==> src/rtl/core/config_key_line_finder_defines.svh <==
// Assertion macros shared by the key line finder RTL.
`ifndef CONFIG_KEY_LINE_FINDER_DEFINES_SVH
`define CONFIG_KEY_LINE_FINDER_DEFINES_SVH

`ifndef SYNTH
`define CKLF_ASSERT_HOLDS(label, clk, rst_n, ante, cons) \
    label: assert property (@(posedge clk) disable iff (!rst_n) (ante) |-> (cons)) \
        else $error("cklf check failed");
`define CKLF_ASSERT_NEXT(label, clk, rst_n, ante, cons) \
    label: assert property (@(posedge clk) disable iff (!rst_n) (ante) |=> (cons)) \
        else $error("cklf check failed");
`else
`define CKLF_ASSERT_HOLDS(label, clk, rst_n, ante, cons)
`define CKLF_ASSERT_NEXT(label, clk, rst_n, ante, cons)
`endif

`endif

==> src/rtl/core/cklf_pkg.sv <==
package cklf_pkg;

    localparam int KEY_MAX      = 16;
    localparam int KEY_IDX_BITS = $clog2(KEY_MAX);
    localparam int KEY_CNT_BITS = $clog2(KEY_MAX + 1);
    localparam int POS_BITS     = 16;
    localparam int CFG_BITS     = 64;
    localparam int CFG_IDX_BITS = 2;
    localparam int KEY_LEN_BITS = 4;

    typedef logic [POS_BITS-1:0] t_pos;
    typedef logic [7:0]          t_char;

    localparam t_pos POS_MAX = '1;

    localparam logic [CFG_IDX_BITS-1:0] REG_KEY_LOW  = 2'd0;
    localparam logic [CFG_IDX_BITS-1:0] REG_KEY_HIGH = 2'd1;
    localparam logic [CFG_IDX_BITS-1:0] REG_KEY_LEN  = 2'd2;

    localparam t_char CH_NUL    = 8'd0;
    localparam t_char CH_TAB    = 8'd9;
    localparam t_char CH_LF     = 8'd10;
    localparam t_char CH_CR     = 8'd13;
    localparam t_char CH_SPACE  = 8'h20;
    localparam t_char CH_HASH   = 8'h23;
    localparam t_char CH_EQUAL  = 8'h3d;
    localparam t_char CH_USCORE = 8'h5f;

    typedef enum logic [2:0] {
        SCAN_SEARCH = 3'b001,
        SCAN_SKIP   = 3'b010,
        SCAN_VALUE  = 3'b100
    } t_scan_mode;

    typedef enum logic [2:0] {
        PH_START = 3'b001,
        PH_WORD  = 3'b010,
        PH_AFTER = 3'b100
    } t_phase;

    typedef struct packed {
        logic [KEY_MAX-1:0][7:0]  chars;
        logic [KEY_CNT_BITS-1:0]  len;
    } t_pattern;

    typedef struct packed {
        logic found;
        t_pos key_offset;
        t_pos value_offset;
        t_pos value_length;
        logic stream_done;
    } t_result;

    function automatic t_char fold(input t_char c);
        t_char r;
        r = c;
        if (c inside {[8'h41:8'h5a]}) begin
            r = c + 8'd32;
        end
        return r;
    endfunction

endpackage

==> src/rtl/core/cklf_in_if.sv <==
interface cklf_in_if;
    import cklf_pkg::*;

    logic  valid;
    logic  ready;
    t_char text_byte;
    logic  final_byte;

    modport source (output valid, output text_byte, output final_byte, input ready);
    modport sink   (input valid, input text_byte, input final_byte, output ready);
endinterface

==> src/rtl/core/cklf_out_if.sv <==
interface cklf_out_if;
    import cklf_pkg::*;

    logic valid;
    logic ready;
    logic found;
    t_pos key_offset;
    t_pos value_offset;
    t_pos value_length;
    logic stream_done;

    modport source (
        output valid, output found, output key_offset, output value_offset,
        output value_length, output stream_done, input ready
    );
    modport sink (
        input valid, input found, input key_offset, input value_offset,
        input value_length, input stream_done, output ready
    );
endinterface

==> src/rtl/core/cklf_cfg_regs.sv <==
module cklf_cfg_regs (
    input  logic                               i_clk,
    input  logic                               i_rst_n,
    input  logic                               i_cfg_wr_en,
    input  logic [cklf_pkg::CFG_IDX_BITS-1:0]  i_cfg_index,
    input  logic [cklf_pkg::CFG_BITS-1:0]      i_cfg_data,
    output cklf_pkg::t_pattern                 o_pattern
);
    import cklf_pkg::*;

    logic [CFG_BITS-1:0]     r_key_low;
    logic [CFG_BITS-1:0]     r_key_high;
    logic [KEY_LEN_BITS-1:0] r_key_len;

    logic [KEY_MAX-1:0][7:0]  key;
    logic [KEY_IDX_BITS-1:0]  k;
    t_char                    last;

    always_ff @(posedge i_clk) begin
        if (!i_rst_n) begin
            r_key_low  <= '0;
            r_key_high <= '0;
            r_key_len  <= KEY_LEN_BITS'(1);
        end else if (i_cfg_wr_en) begin
            case (i_cfg_index)
                REG_KEY_LOW:  r_key_low  <= i_cfg_data;
                REG_KEY_HIGH: r_key_high <= i_cfg_data;
                REG_KEY_LEN:  r_key_len  <= i_cfg_data[KEY_LEN_BITS-1:0];
                default: ;
            endcase
        end
    end

    // clamp length to at least one character; pad past it with a space
    always_comb begin
        key  = {r_key_high, r_key_low};
        k    = (r_key_len == '0) ? KEY_IDX_BITS'(1) : r_key_len;
        last = fold(key[k - KEY_IDX_BITS'(1)]);
        for (int i = 0; i < KEY_MAX; i++) begin
            o_pattern.chars[i] = (KEY_IDX_BITS'(i) < k) ? fold(key[i]) : CH_SPACE;
        end
        o_pattern.len = KEY_CNT_BITS'(k) + KEY_CNT_BITS'(last != CH_SPACE);
    end

endmodule

==> src/rtl/core/cklf_scan_core.sv <==
`include "config_key_line_finder_defines.svh"

module cklf_scan_core (
    input  logic               i_clk,
    input  logic               i_rst_n,
    input  logic               i_fire,
    input  cklf_pkg::t_char    i_text_byte,
    input  logic               i_final_byte,
    input  cklf_pkg::t_pattern i_pattern,
    output logic               o_push,
    output cklf_pkg::t_result  o_result
);
    import cklf_pkg::*;

    t_pos                    r_pos;
    logic [KEY_CNT_BITS-1:0] r_mc;
    t_phase                  r_phase;
    logic                    r_ic;
    t_scan_mode              r_mode;
    t_pos                    r_kstart;
    t_pos                    r_vstart;

    t_pos                    n_pos;
    logic [KEY_CNT_BITS-1:0] n_mc;
    t_phase                  n_phase;
    logic                    n_ic;
    t_scan_mode              n_mode;
    t_pos                    n_kstart;
    t_pos                    n_vstart;

    logic    line_end;
    logic    blank;
    logic    word;
    logic    ok;
    t_char   c;
    t_result res;

    always_comb begin
        c        = i_text_byte;
        line_end = (c == CH_LF) || (c == CH_CR) || (c == CH_NUL);
        blank    = (c == CH_SPACE) || (c == CH_TAB);
        word     = (c inside {[8'h30:8'h39], [8'h41:8'h5a], [8'h61:8'h7a]}) ||
                   (c == CH_USCORE);
        n_pos    = (r_pos != POS_MAX) ? r_pos + POS_BITS'(1) : POS_MAX;
        n_mc     = r_mc;
        n_phase  = r_phase;
        n_ic     = r_ic;
        n_mode   = r_mode;
        n_kstart = r_kstart;
        n_vstart = r_vstart;
        ok       = 1'b0;
        res      = '0;

        if (n_mode == SCAN_SKIP && !(blank || c == CH_EQUAL)) begin
            n_vstart = r_pos;
            n_mode   = SCAN_VALUE;
        end
        if (n_mode == SCAN_VALUE && line_end) begin
            res.found        = 1'b1;
            res.key_offset   = r_kstart;
            res.value_offset = n_vstart;
            res.value_length = (r_pos >= n_vstart) ? r_pos - n_vstart : '0;
            n_mode           = SCAN_SEARCH;
        end

        if (n_mode == SCAN_SEARCH) begin
            if (c == CH_HASH) begin
                n_ic = 1'b1;
            end
            if (line_end) begin
                n_ic    = 1'b0;
                n_phase = PH_START;
                n_mc    = '0;
            end else if (!n_ic) begin
                ok = (n_mc < i_pattern.len) &&
                     (fold(c) == i_pattern.chars[n_mc[KEY_IDX_BITS-1:0]]) &&
                     ((n_mc == '0 && n_phase == PH_START) ||
                      (n_mc != '0 && n_phase == PH_WORD));
                if (ok) begin
                    if (n_mc == '0) begin
                        n_kstart = r_pos;
                    end
                    n_mc = n_mc + KEY_CNT_BITS'(1);
                end else begin
                    n_mc = '0;
                end
                if (word && n_phase == PH_START) begin
                    n_phase = PH_WORD;
                end
                if (blank && n_phase == PH_WORD) begin
                    n_phase = PH_AFTER;
                end
                if (n_mc >= i_pattern.len) begin
                    n_mc   = '0;
                    n_mode = SCAN_SKIP;
                end
            end
        end

        // close an open key line at the end of the text
        if (i_final_byte) begin
            if (n_mode == SCAN_SKIP) begin
                res.found        = 1'b1;
                res.key_offset   = n_kstart;
                res.value_offset = n_pos;
                res.value_length = '0;
            end else if (n_mode == SCAN_VALUE) begin
                res.found        = 1'b1;
                res.key_offset   = n_kstart;
                res.value_offset = n_vstart;
                res.value_length = (n_pos >= n_vstart) ? n_pos - n_vstart : '0;
            end
        end
        res.stream_done = i_final_byte;
    end

    assign o_result = res;
    assign o_push   = i_fire && (res.found || i_final_byte);

    always_ff @(posedge i_clk) begin
        if (!i_rst_n || (i_fire && i_final_byte)) begin
            r_pos    <= '0;
            r_mc     <= '0;
            r_phase  <= PH_START;
            r_ic     <= 1'b0;
            r_mode   <= SCAN_SEARCH;
            r_kstart <= '0;
            r_vstart <= '0;
        end else if (i_fire) begin
            r_pos    <= n_pos;
            r_mc     <= n_mc;
            r_phase  <= n_phase;
            r_ic     <= n_ic;
            r_mode   <= n_mode;
            r_kstart <= n_kstart;
            r_vstart <= n_vstart;
        end
    end

    `CKLF_ASSERT_NEXT(a_final_clears, i_clk, i_rst_n, i_fire && i_final_byte, r_pos == '0 && r_mode == SCAN_SEARCH)
    `CKLF_ASSERT_NEXT(a_pos_step, i_clk, i_rst_n, i_fire && !i_final_byte && r_pos != POS_MAX, r_pos == $past(r_pos) + POS_BITS'(1))
    `CKLF_ASSERT_HOLDS(a_empty_is_done, i_clk, i_rst_n, o_push && !o_result.found, o_result.stream_done)

endmodule

==> src/rtl/core/cklf_out_buf.sv <==
`include "config_key_line_finder_defines.svh"

module cklf_out_buf (
    input  logic              i_clk,
    input  logic              i_rst_n,
    input  logic              i_push,
    input  cklf_pkg::t_result i_result,
    output logic              o_full,
    cklf_out_if.source        o_match
);
    import cklf_pkg::*;

    t_result    r_mem [2];
    logic       r_wr;
    logic       r_rd;
    logic [1:0] r_count;

    logic    pop;
    t_result head;

    assign head    = r_mem[r_rd];
    assign pop     = o_match.valid && o_match.ready;
    assign o_full  = (r_count == 2'd2);

    assign o_match.valid        = (r_count != 2'd0);
    assign o_match.found        = head.found;
    assign o_match.key_offset   = head.key_offset;
    assign o_match.value_offset = head.value_offset;
    assign o_match.value_length = head.value_length;
    assign o_match.stream_done  = head.stream_done;

    always_ff @(posedge i_clk) begin
        if (i_push) begin
            r_mem[r_wr] <= i_result;
        end
    end

    always_ff @(posedge i_clk) begin
        if (!i_rst_n) begin
            r_wr    <= 1'b0;
            r_rd    <= 1'b0;
            r_count <= 2'd0;
        end else begin
            if (i_push) begin
                r_wr <= ~r_wr;
            end
            if (pop) begin
                r_rd <= ~r_rd;
            end
            case ({i_push, pop})
                2'b10:   r_count <= r_count + 2'd1;
                2'b01:   r_count <= r_count - 2'd1;
                default: r_count <= r_count;
            endcase
        end
    end

    `CKLF_ASSERT_HOLDS(a_no_overflow, i_clk, i_rst_n, i_push, r_count != 2'd2)

endmodule

==> src/rtl/core/config_key_line_finder.sv <==
// Key line finder for configuration text.
// Input channel i_text carries one text byte per beat with final_byte marking
// the last byte of a text. Output channel o_match carries result beats: a
// found line (key offset, value offset, value length) when a value line ends,
// and one beat with stream_done on the final byte of each text.
// The key is set through the write port (index 0 key bytes 0-7, index 1 key
// bytes 8-15, index 2 key length); the user must do so only while no text is in
// flight, which the block itself does not enforce. A byte is registered in the
// input register on acceptance; its result, if any, is written into the output
// buffer when the byte leaves that register and is then presented on o_match.
// Throughput: one byte per cycle while the output buffer is not full; the scan
// state updates from a single byte with compares and one position increment.
// Reset clears the scan state, the output buffer and the key registers (key
// length one); no clearing pass is needed.
// When the receiver stalls, the two-beat output buffer absorbs results; once
// it is full the input register holds its byte and i_text.ready drops.
module config_key_line_finder (
    input  logic                               i_clk,
    input  logic                               i_rst_n,
    input  logic                               i_cfg_wr_en,
    input  logic [cklf_pkg::CFG_IDX_BITS-1:0]  i_cfg_index,
    input  logic [cklf_pkg::CFG_BITS-1:0]      i_cfg_data,
    cklf_in_if.sink                            i_text,
    cklf_out_if.source                         o_match
);
    import cklf_pkg::*;

    logic     r_s1_valid;
    t_char    r_s1_byte;
    logic     r_s1_final;

    logic     s1_fire;
    logic     in_fire;
    logic     buf_full;
    logic     push;
    t_result  result;
    t_pattern pattern;

    assign s1_fire      = r_s1_valid && !buf_full;
    assign i_text.ready = !r_s1_valid || !buf_full;
    assign in_fire      = i_text.valid && i_text.ready;

    always_ff @(posedge i_clk) begin
        if (!i_rst_n) begin
            r_s1_valid <= 1'b0;
        end else if (in_fire) begin
            r_s1_valid <= 1'b1;
        end else if (s1_fire) begin
            r_s1_valid <= 1'b0;
        end
    end

    always_ff @(posedge i_clk) begin
        if (in_fire) begin
            r_s1_byte  <= i_text.text_byte;
            r_s1_final <= i_text.final_byte;
        end
    end

    cklf_cfg_regs u_cfg (
        .i_clk       (i_clk),
        .i_rst_n     (i_rst_n),
        .i_cfg_wr_en (i_cfg_wr_en),
        .i_cfg_index (i_cfg_index),
        .i_cfg_data  (i_cfg_data),
        .o_pattern   (pattern)
    );

    cklf_scan_core u_core (
        .i_clk        (i_clk),
        .i_rst_n      (i_rst_n),
        .i_fire       (s1_fire),
        .i_text_byte  (r_s1_byte),
        .i_final_byte (r_s1_final),
        .i_pattern    (pattern),
        .o_push       (push),
        .o_result     (result)
    );

    cklf_out_buf u_buf (
        .i_clk    (i_clk),
        .i_rst_n  (i_rst_n),
        .i_push   (push),
        .i_result (result),
        .o_full   (buf_full),
        .o_match  (o_match)
    );

endmodule
==> src/flat_wrapper.sv <==
// flat-port wrapper written by rule: the top's interface ports become plain ports
module config_key_line_finder_flat import cklf_pkg::*;
  (i_clk, i_rst_n, i_cfg_wr_en, i_cfg_index, i_cfg_data, i_text_valid, i_text_text_byte, i_text_final_byte, i_text_ready, o_match_valid, o_match_found, o_match_key_offset, o_match_value_offset, o_match_value_length, o_match_stream_done, o_match_ready);
  cklf_in_if i_text_i ();
  cklf_out_if o_match_i ();
  input  logic i_clk;
  input  logic i_rst_n;
  input  logic i_cfg_wr_en;
  input  logic [cklf_pkg::CFG_IDX_BITS-1:0] i_cfg_index;
  input  logic [cklf_pkg::CFG_BITS-1:0] i_cfg_data;
  input wire logic [$bits(i_text_i.valid)-1:0] i_text_valid;
  input wire logic [$bits(i_text_i.text_byte)-1:0] i_text_text_byte;
  input wire logic [$bits(i_text_i.final_byte)-1:0] i_text_final_byte;
  output wire logic [$bits(i_text_i.ready)-1:0] i_text_ready;
  output wire logic [$bits(o_match_i.valid)-1:0] o_match_valid;
  output wire logic [$bits(o_match_i.found)-1:0] o_match_found;
  output wire logic [$bits(o_match_i.key_offset)-1:0] o_match_key_offset;
  output wire logic [$bits(o_match_i.value_offset)-1:0] o_match_value_offset;
  output wire logic [$bits(o_match_i.value_length)-1:0] o_match_value_length;
  output wire logic [$bits(o_match_i.stream_done)-1:0] o_match_stream_done;
  input wire logic [$bits(o_match_i.ready)-1:0] o_match_ready;
  assign i_text_i.valid = i_text_valid;
  assign i_text_i.text_byte = i_text_text_byte;
  assign i_text_i.final_byte = i_text_final_byte;
  assign i_text_ready = i_text_i.ready;
  assign o_match_valid = o_match_i.valid;
  assign o_match_found = o_match_i.found;
  assign o_match_key_offset = o_match_i.key_offset;
  assign o_match_value_offset = o_match_i.value_offset;
  assign o_match_value_length = o_match_i.value_length;
  assign o_match_stream_done = o_match_i.stream_done;
  assign o_match_i.ready = o_match_ready;
  config_key_line_finder u_core (.i_clk(i_clk), .i_rst_n(i_rst_n), .i_cfg_wr_en(i_cfg_wr_en), .i_cfg_index(i_cfg_index), .i_cfg_data(i_cfg_data), .i_text(i_text_i), .o_match(o_match_i));
endmodule
==> config.mk <==
export PLATFORM = sky130hd
export DESIGN_NAME = config_key_line_finder_flat
export DESIGN_NICKNAME = d
export VERILOG_FILES = /design/src/rtl/core/cklf_pkg.sv /design/src/rtl/core/cklf_in_if.sv /design/src/rtl/core/cklf_out_if.sv /design/src/rtl/core/cklf_cfg_regs.sv /design/src/rtl/core/cklf_scan_core.sv /design/src/rtl/core/cklf_out_buf.sv /design/src/rtl/core/config_key_line_finder.sv /design/src/flat_wrapper.sv
export VERILOG_INCLUDE_DIRS = /design/src /design/src/rtl/core
export SDC_FILE = /design/constraint.sdc
export NUM_CORES = 1
export LEC_CHECK = 0
export BUFFER_PORTS_ARGS = -buffer_cell sky130_fd_sc_hd__clkbuf_2
export CAP_MARGIN = 10
export CORE_MARGIN = 1.5
export CORE_UTILIZATION = 40
export DETAILED_ROUTE_END_ITERATION = 12
export GPL_ROUTABILITY_DRIVEN = 0
export HOLD_SLACK_MARGIN = 0.05
export MAX_ROUTING_LAYER = met4
export PLACE_DENSITY_LB_ADDON = 0.12
export SKIP_CTS_REPAIR_TIMING = 1
export SLEW_MARGIN = 20
export SYNTH_ARGS = -nofsm -noshare
export SYNTH_HDL_FRONTEND = slang
export SYNTH_SLANG_ARGS = --single-unit
==> constraint.sdc <==
create_clock -name i_clk -period 11.8 [get_ports i_clk]
set_clock_uncertainty 0.15 [all_clocks]
set_input_delay 1.18 -clock i_clk [delete_from_list [all_inputs] [get_ports i_clk]]
set_output_delay 1.18 -clock i_clk [all_outputs]
set_load 0.01 [all_outputs]
**Word-level counts from Yosys, hierarchy flattened**

Memory sizes are Yosys's and may differ from the RTL's. A register that Yosys moved wholly into a read port is not among the register bits.
Index checks and enable logic that the tools add are counted.

- Output and inout bits: 52
- Memory bits (writable): 100
- Input port bits: 80
- Register bits after elaboration: 206
- Memories kept: 1

- Eq/ne operators: 24
- Order comparisons: 62
- $add $sub $neg: 26
- Bitwise logic cells: 2
- Reductions and logical operators: 60
- Multiplexer cells: 85

Memory list:

| name | depth | bits a word | rd ports | clocked after Yosys merged registers in | wr ports | line | RTL |
|---|---|---|---|---|---|---|---|
| u_core.u_buf.r_mem | 2 | 50 | 1 | 1 | 1 | cklf_out_buf.sv:13 | `t_result r_mem [2];` |

Operator list:

| operator | count |
|---|---|
| 8-bit 2-to-1 mux | 39 |
| 49-bit 2-to-1 mux | 4 |
| 8-bit by 7-bit >= comparator with 1-bit output (second input constant) | 19 |
| 8-bit by 7-bit <= comparator with 1-bit output (second input constant) | 19 |
| 8-bit by 6-bit adder with 8-bit output (second input constant) | 18 |
| 16-bit 2-to-1 mux | 9 |
| 8-bit binary-select mux with 4-bit select | 2 |
| 3-bit 2-to-1 mux | 13 |
| 5-bit 2-to-1 mux | 7 |
| 1-bit logical AND | 33 |
| 16-bit >= comparator | 2 |
| 4-bit < comparator (first input constant) | 8 |
| 16-bit subtractor | 2 |
| 8-bit by 4-bit equality test with 1-bit output (second input constant) | 3 |
| 8-bit by 6-bit equality test with 1-bit output (second input constant) | 3 |
| 16-bit by 1-bit adder with 16-bit output (second input constant) | 1 |
| 3-bit by 4-bit < comparator with 1-bit output (first input constant) | 4 |
| 16-bit != test (second input constant) | 1 |
| 3-bit by 2-bit equality test with 1-bit output (second input constant) | 4 |
| 4-bit by 5-bit < comparator with 1-bit output (second input constant) | 2 |
| 1-bit logical OR | 9 |
| 1-bit 2-to-1 mux | 9 |
| 8-bit by 7-bit equality test with 1-bit output (second input constant) | 1 |
| 8-bit equality test | 1 |
| 30 further kinds | 46 |

**Depth between registers and ports, before layout**

Gate-level depths: netlist of run 1.

- Depth in word-level cells: 34
- Gate-level depth with buffers: 40
- Gate-level depth less buffers: 33

**Hierarchy**

Synthesis of run 1 repeated with hierarchy kept, for this count alone.

- Cell total of the unflattened synthesis: 2049
- Area, all modules: 18783.0 um2

Modules (own cells, without submodules):

| module | cells an instance | times used | area each (um2) | seq. area each (um2) |
|---|---|---|---|---|
| cklf_cfg_regs | 986 | 1 | 7654.8 | 2642.5 |
| cklf_scan_core | 869 | 1 | 6986.7 | 1201.2 |
| cklf_out_buf | 179 | 1 | 3821.2 | 3103.0 |
| config_key_line_finder | 15 | 1 | 320.3 | 290.3 |

**Worst setup path before layout of run 1**

No wires, ideal clock.

- Path kind: reg-to-reg
- From: register u_core.u_cfg.r_key_len[3]
- To: memory u_core.u_buf.r_mem[0][44] in the netlist's numbering, data pin
- Path buffers: 7
- Arrival time: 7756 ps
- Cell stages (with the launch flop): 40
- Slack: 3636 ps
- Setup time: 258 ps
- Cell sequence: dfxtp_1 > clkbuf_1 > clkbuf_1 > nor3_1 > or2_2 > clkbuf_1 > inv_1 > buf_1 > ha_1 > nand2b_1 > nand2_1 > buf_1 > a22oi_1 > mux4_2 > and3b_1 > a31oi_1 > ha_1 > ha_1 > (+4 left out) > a21oi_1 > nor4_1 > nand3_1 > or4_1 > nand2b_1 > ha_1 > nand2b_1 > a21o_1 > a21o_1 > a21o_1 > a21o_1 > a21boi_1 > o21ai_1 > clkbuf_1 > clkbuf_1 > and3_1 > a21oi_1 > nand2_1

RTL lines:

| what | line | RTL |
|---|---|---|
| start, declared | cklf_cfg_regs.sv:13 | `logic [KEY_LEN_BITS-1:0] r_key_len;` |
| start signal, assigned | cklf_cfg_regs.sv:28 | `REG_KEY_LEN: r_key_len <= i_cfg_data[KEY_LEN_BITS-1:0];` |
| end, declared | cklf_out_buf.sv:13 |  |

==> metrics, run 1 <==
status=completed; First-pass DRT Iterations=5; top cells by count, synth=nand2_1 (432), dfxtp_1 (198), a21boi_0 (136), edfxtp_1 (109), a21oi_1 (105); ys flop type=dfxtp_1; Area contributors post-synth=dfxtp_1 (22%), edfxtp_1 (18%), nand2_1 (9.1%); Clk pin slew, worst setup/hold paths=roughly 0.06 ns; flops & latches, synth=around 300; Max Fanout on Critical Path=48; leak pwr=approximately 7 nW; Post-DP HPWL=roughly 40 mm; Tmin final=9.322 ns; Slew @ Worst Pin=1.041 ns; first-pass GRT wire length=84.92 mm; post-synthesis sequential area ratio=approximately two fifths; Layout Utilization=a little under half; largest net degree at the start of global routing=114; YS warnings=0; H-tree levels=2; Worst Setup End Kind=flop; slowest cell on the critical path=dfxtp_1; slew margin rel.=30.63%; layout cells sized above 1=between 10 and 15%; PnR Total Power=about 2.6 mW; CTS tree=done; Yosys cell types=between 80 and 90; Post-Route Setup TNS=0 ns; Vias=around 15000; initial antenna violation count=0; Mapped Cells=about 2000; routed wire length=between 50 and 60 mm; Core Box Area=between 40000 and 50000 um2; Worst VDD drop=approximately 0.000085 V; Crit Path Class=flop to flop; drt via density=5.726; largest area contributor in the netlist=dfxtp_1; Post-synth EDFFs=about 110; Cell Pwr Density=roughly 130 nW/um2; critical path's most frequent cell=ha_1; deepest clock path buffer count=3; filler instances=4329; Root Buffer=clkbuf_16; post-synth top area share=roughly 22%; wire per inst=20.30 um; io pins=132; DIE AREA=about 46000 um2; PortBufs=around 130; Async SR Flop Fraction=0%; # rows=76; die span in y=around 210 um; Pins Over Slew Limit=0; Max-Cap Viols=0; Initial Utilization=between 40% and 50%; Syn Nets=about 2200; clk sinks=307; most common cell in the netlist=nand2_1; Area growth, synth to finish=12.42%; vias in the first global route=approximately 15000; final period utilization=about four fifths; slowest stage delay, CP=approximately 0.91 ns; antenna-violating nets left=0; final hold vios=0; global route overflow=0; nets=2218; Worst-Skew Late Latency=0.56 ns; DRC violation count after routing=0; Achievable Freq=approximately 110 MHz; Total GRT Usage=about a quarter; crit path DAT=approximately 9.5 ns; die width=213.6 um; Hold WC Path Type=flop to flop; CTS Buf Count=36; Hold Slack=about 0.30 ns; critical path launch point type=flop; antenna cells=0; required time of the critical path=between 10 and 15 ns; synthesized area=~18000 um2; DR iter-0 viols=1134; # setup viols final=0; RSZ-0062 raised after global routing=no; Avg Inst Size Synth=8.833 um2
==> cell type report <==
class	count	area, um2	share of cell area, %
clock inverters	12	127.6	0.6398
clock buffers	48	987.2	4.949
inverters	55	206.4	1.035
multi-input cells	1515	9818	49.22
repair buffers	155	838.3	4.202
well taps	585	732.0	3.669
flip-flops and latches	307	7238	36.29
==> kinds of logic (layout without fill, tap and decap cells) <==
group           count (synthesis)  in the layout  synth area share [%]
fa+ha+maj                      68             68                 4.879
flops                         307            307                 40.78
compound gates                500            500                 19.70
xor+xnor                       52             52                 2.567
buf+inv                       187            270                 4.111
simple gates                  778            778                 20.40
mux                           117            117                 7.559
==> through the flow <==
step | instances | setup slack, ns | area [um2]
floorplan | 2009 | 3.636 | 17740
global placement | 2617 | 3.030 | 18830
detailed placement | 2617 | 2.609 | 18830
CTS | 2677 | 2.558 | 19950
global route | 2677 | 1.838 | 19950
finish | 2677 | 2.478 | 19950
==> routing by layer <==
layer  up-vias  track usage, %  share of wire, %
li1       7396               -                 -
met1      7362           28.58                41
met2       438           42.83                50
met3       132           3.178               4.6
met4         0           11.34               4.4
met5         -               -                 0
==> sequential cells by signal, indices dropped and copies added (netlist names), 2 cells and up, named ones only <==
name                     cells
u_core.u_core.r_mode         3
u_core.u_cfg.r_key_low      64
u_core.u_core.r_phase        3
u_core.u_buf.r_mem         100
u_core.u_core.r_pos         16
u_core.u_cfg.r_key_high     64
u_core.u_core.r_mc           5
u_core.u_core.r_vstart      16
u_core.u_cfg.r_key_len       4
u_core.u_buf.r_count         2
u_core.u_core.r_kstart      16
u_core.r_s1_byte             8
==> report_power, final <==
part           total [mW]  switching, mW  internal [mW]
clock                1.08          0.444          0.632
sequential           1.17         0.0427           1.12
combinational       0.355          0.203          0.151
==> worst max-delay path: cells and delay by family, from the launching register on <==
family,cells,cell delay [ns]
and+or+nand+nor,13,3.53
AOI/OAI and AO/OA,12,1.73
adders and majority gates,5,1.42
DFF,1,0.91
buffers and inverters,3,0.83
muxes,1,0.48
==> cell usage in the layout (no fill, tap or decap), types with 24 or more instances in the layout <==
cell	instances
nand2_1	432
dfxtp_1	197
a21boi_0	136
clkbuf_2	130
edfxtp_1	109
a21oi_1	105
nor2_1	78
ha_1	66
inv_1	52
mux2_2	52
nand3_1	49
mux2i_1	44
o22ai_1	40
clkbuf_16	37
and3_1	33
xnor2_1	30
o21ai_0	29
nor3_1	25
buf_4	25
a21o_1	24
==> final timing paths <==
check | startpoint | end | slack [ns] | depth (start not counted)
max | u_core.u_cfg.r_key_len[2] | u_core.u_buf.r_mem[1][36] | 2.48 | 34
min | u_core.u_core.r_vstart[11] | u_core.u_core.r_vstart[11] | 0.30 | 2
max reg2reg | u_core.u_cfg.r_key_len[2] | u_core.u_buf.r_mem[1][36] | 2.48 | 34
min reg2reg | u_core.u_core.r_vstart[11] | u_core.u_core.r_vstart[11] | 0.30 | 2
Power figures use the tool's default switching activity.
==> run 2: changes to the inputs <==
==> constraint.sdc (replaced) <==
create_clock -name i_clk -period 9.4 [get_ports i_clk]
set_clock_uncertainty 0.15 [all_clocks]
set_input_delay 0.94 -clock i_clk [delete_from_list [all_inputs] [get_ports i_clk]]
set_output_delay 0.94 -clock i_clk [all_outputs]
set_load 0.01 [all_outputs]
==> run 2 against run 1 <==
  * Die area is the same
  * Register-to-register slack worse by 1.6 ns
  * Count of clock-buffer cells in the layout is 1 lower
  * Sequential cell count did not move
  * Maximum frequency up 9.2%
  * Sequential share of layout area fell by 0.21 points
  * Power is 29% higher
  * Global-route usage fell by 0.23 points
  * Setup slack got worse by 1.6 ns
==> metrics, run 2 (same netlist as run 1, synthesis figures left out) <==
Hold Path End=u_core.u_core.r_vstart[9] (was u_core.u_core.r_vstart[11]); FF+latch area=7238 um2 (unchanged); layout cells sized above 1=14.39% (was 14.05%); antenna cells=0 (unchanged); final hold vios=0 (unchanged); # setup viols final=0 (unchanged); critical path launch point type=flop (unchanged); global route overflow=0 (unchanged); Crit Path Class=flop to flop (unchanged); io pins=132 (unchanged); Core Box Area=43460 um2 (unchanged); most frequent cells in the layout=nand2_1 (432), dfxtp_1 (197), a21boi_0 (136), clkbuf_2 (130), edfxtp_1 (109) (unchanged); commonest non-fill, non-tap cell in the layout=nand2_1 (unchanged); initial antenna violation count=0 (unchanged); Clk pin slew, worst setup/hold paths=0.06 ns (about the same); Hold Crit Start=u_core.u_core.r_vstart[9] (was u_core.u_core.r_vstart[11]); Max-Cap Viols=0 (unchanged); Initial Utilization=40.83% (unchanged); antenna-violating nets left=0 (unchanged); Slew @ Worst Pin=1.068 ns (was 1.041 ns); nets=2219 (was 2218); PortBufs=131 (unchanged); critical path's most frequent cell=ha_1 (unchanged); wire per inst=20.18 um (was 20.30 um); Post-Route Setup TNS=0 ns (unchanged); slowest stage delay, CP=0.67 ns (was 0.91 ns); Hold WC Path Type=flop to flop (unchanged); slew margin rel.=28.79% (was 30.63%); R2R setup slack=0.86 ns (was 2.48 ns); First-pass DRT Iterations=5 (unchanged); pre-CTS setup slack=0.9704 ns (was 2.609 ns); Register-to-Register Path Depth=34 (unchanged); RSZ-0062 raised after global routing=no (unchanged); final period utilization=90.81% (was 79.00%); CP bufs+invs=3 (unchanged); deepest clock path buffer count=3 (unchanged); Post-DP HPWL=38.93 mm (was 39.08 mm); Achievable Freq=117.1 MHz (was 107.3 MHz); Worst Setup End Kind=flop (unchanged); DRC violation count after routing=0 (unchanged); Max Fanout on Critical Path=48 (unchanged); Pins Over Slew Limit=0 (unchanged); Largest regs=u_core.u_buf.r_mem: 100 flops, u_core.u_cfg.r_key_high: 64 flops, u_core.u_cfg.r_key_low: 64 flops (unchanged); # rows=76 (unchanged); dpl cells=2618 (was 2617); slowest cell on the critical path=dfxtp_1 (unchanged); Top reg by flops=u_core.u_buf.r_mem (unchanged); Total GRT Usage=24.54% (was 24.76%); hold depth=2 (unchanged); first-pass GRT wire length=83.76 mm (was 84.92 mm); max reg flops=100 (unchanged); Vias=15200 (was 15330); routed wire length=54.16 mm (was 54.34 mm); leak pwr=7.265 nW (was 7.202 nW); CP delay by family, top=simple AND/OR/NAND/NOR gates (unchanged); Root Buffer=clkbuf_16 (unchanged); DIE AREA=45630 um2 (unchanged); multi-input logic area=9824 um2 (was 9818 um2); Finished Layout Cells=2684 (was 2677); largest net degree at the start of global routing=106 (was 114); vias in the first global route=14590 (was 14880); Worst-Skew Late Latency=0.57 ns (was 0.56 ns); status=completed (unchanged); final worst slack=0.8634 ns (was 2.478 ns); CTS tree=done (unchanged); H-tree levels=2 (unchanged); die span in y=213.6 um (unchanged); DR iter-0 viols=921 (was 1134); Cell Pwr Density=167.3 nW/um2 (was 130.2 nW/um2); r2r endpoint=u_core.u_buf.r_mem[1][48] (was u_core.u_buf.r_mem[1][36]); die width=213.6 um (unchanged); required time of the critical path=9.56 ns (was 11.95 ns); Design Area, Final=20070 um2 (was 19950 um2); Area growth, synth to finish=13.09% (was 12.42%); drt via density=5.664 (was 5.726); Cell Area, Placed=18850 um2 (was 18830 um2); filler instances=4286 (was 4329); Tmin final=8.537 ns (was 9.322 ns); CTS Buf Count=36 (unchanged); worst r2r src=u_core.u_cfg.r_key_len[1] (was u_core.u_cfg.r_key_len[2]); Worst VDD drop=0.0001371 V (was 0.00008535 V); crit path DAT=8.69 ns (was 9.47 ns); clk sinks=307 (unchanged)
run 2: changes by cell type in the layout (fill, tap and decap cells not counted), sizes merged:
cell / change
clkinv: +3
inv: +2
bufinv: +2
buf: +1
clkbuf: -1
run 2: area by class of cell:
| cell class | instances | area share, % |
|---|---|---|
| clock inverters | 19 | 1.129 |
| flip-flops and latches | 307 | 36.07 |
| inverters | 55 | 1.029 |
| clock buffers | 47 | 4.951 |
| multi-input cells | 1515 | 48.96 |
| repair buffers | 156 | 4.215 |
| well taps | 585 | 3.648 |
run 2: worst max-delay path by stage:
stage / start / endpoint / slack, ns / cells after the start
2_1_floorplan: u_core.u_cfg.r_key_len[3] / u_core.u_buf.r_mem[0][44] / 1.24 / 39
3_3_place_gp: u_core.u_cfg.r_key_len[1] / u_core.u_buf.r_mem[0][48] / 1.33 / 34
3_5_place_dp: u_core.u_cfg.r_key_len[1] / u_core.u_buf.r_mem[1][48] / 0.97 / 34
4_1_cts: u_core.u_cfg.r_key_len[1] / u_core.u_buf.r_mem[1][48] / 0.97 / 34
5_1_grt: u_core.u_cfg.r_key_len[1] / u_core.u_buf.r_mem[1][48] / 0.22 / 34
6_report: u_core.u_cfg.r_key_len[1] / u_core.u_buf.r_mem[1][48] / 0.86 / 34
run 2: metal layers:
| metal | global-route usage (%) | vias to the layer above | part of all wire, % |
|---|---|---|---|
| li1 | - | 7396 | - |
| met3 | 2.885 | 120 | 4.1 |
| met5 | - | - | 0 |
| met2 | 42.76 | 410 | 50 |
| met1 | 28.27 | 7277 | 41 |
| met4 | 11.07 | 0 | 4.4 |
run 2: power breakdown:
group	internal, mW	switching [mW]	total (mW)	leakage [nW]
sequential	1.41	0.0521	1.46	2.52
combinational	0.190	0.256	0.446	4.14
clock	0.865	0.584	1.45	0.605
total	2.47	0.892	3.36	7.27
run 2: through the flow:
step	utilization [%]	hold slack, ns	power, mW
after detailed placement	43.37	0.2958	1.941
after global routing	46.18	0.3265	3.497
after global placement	43.36	0.2910	1.936
after floorplan	-	0.2857	1.783
after CTS	46.18	0.3037	3.394
final	46.18	0.3037	3.358
run 2: worst reg2reg max path, delay by kind of cell, from the launching register on:
family	cells	cell delay, ns
and+or+nand+nor	13	3.55
muxes	1	0.48
adders and majority gates	5	1.28
buffers and inverters	3	0.43
AOI/OAI and AO/OA	12	1.74
DFF	1	0.67
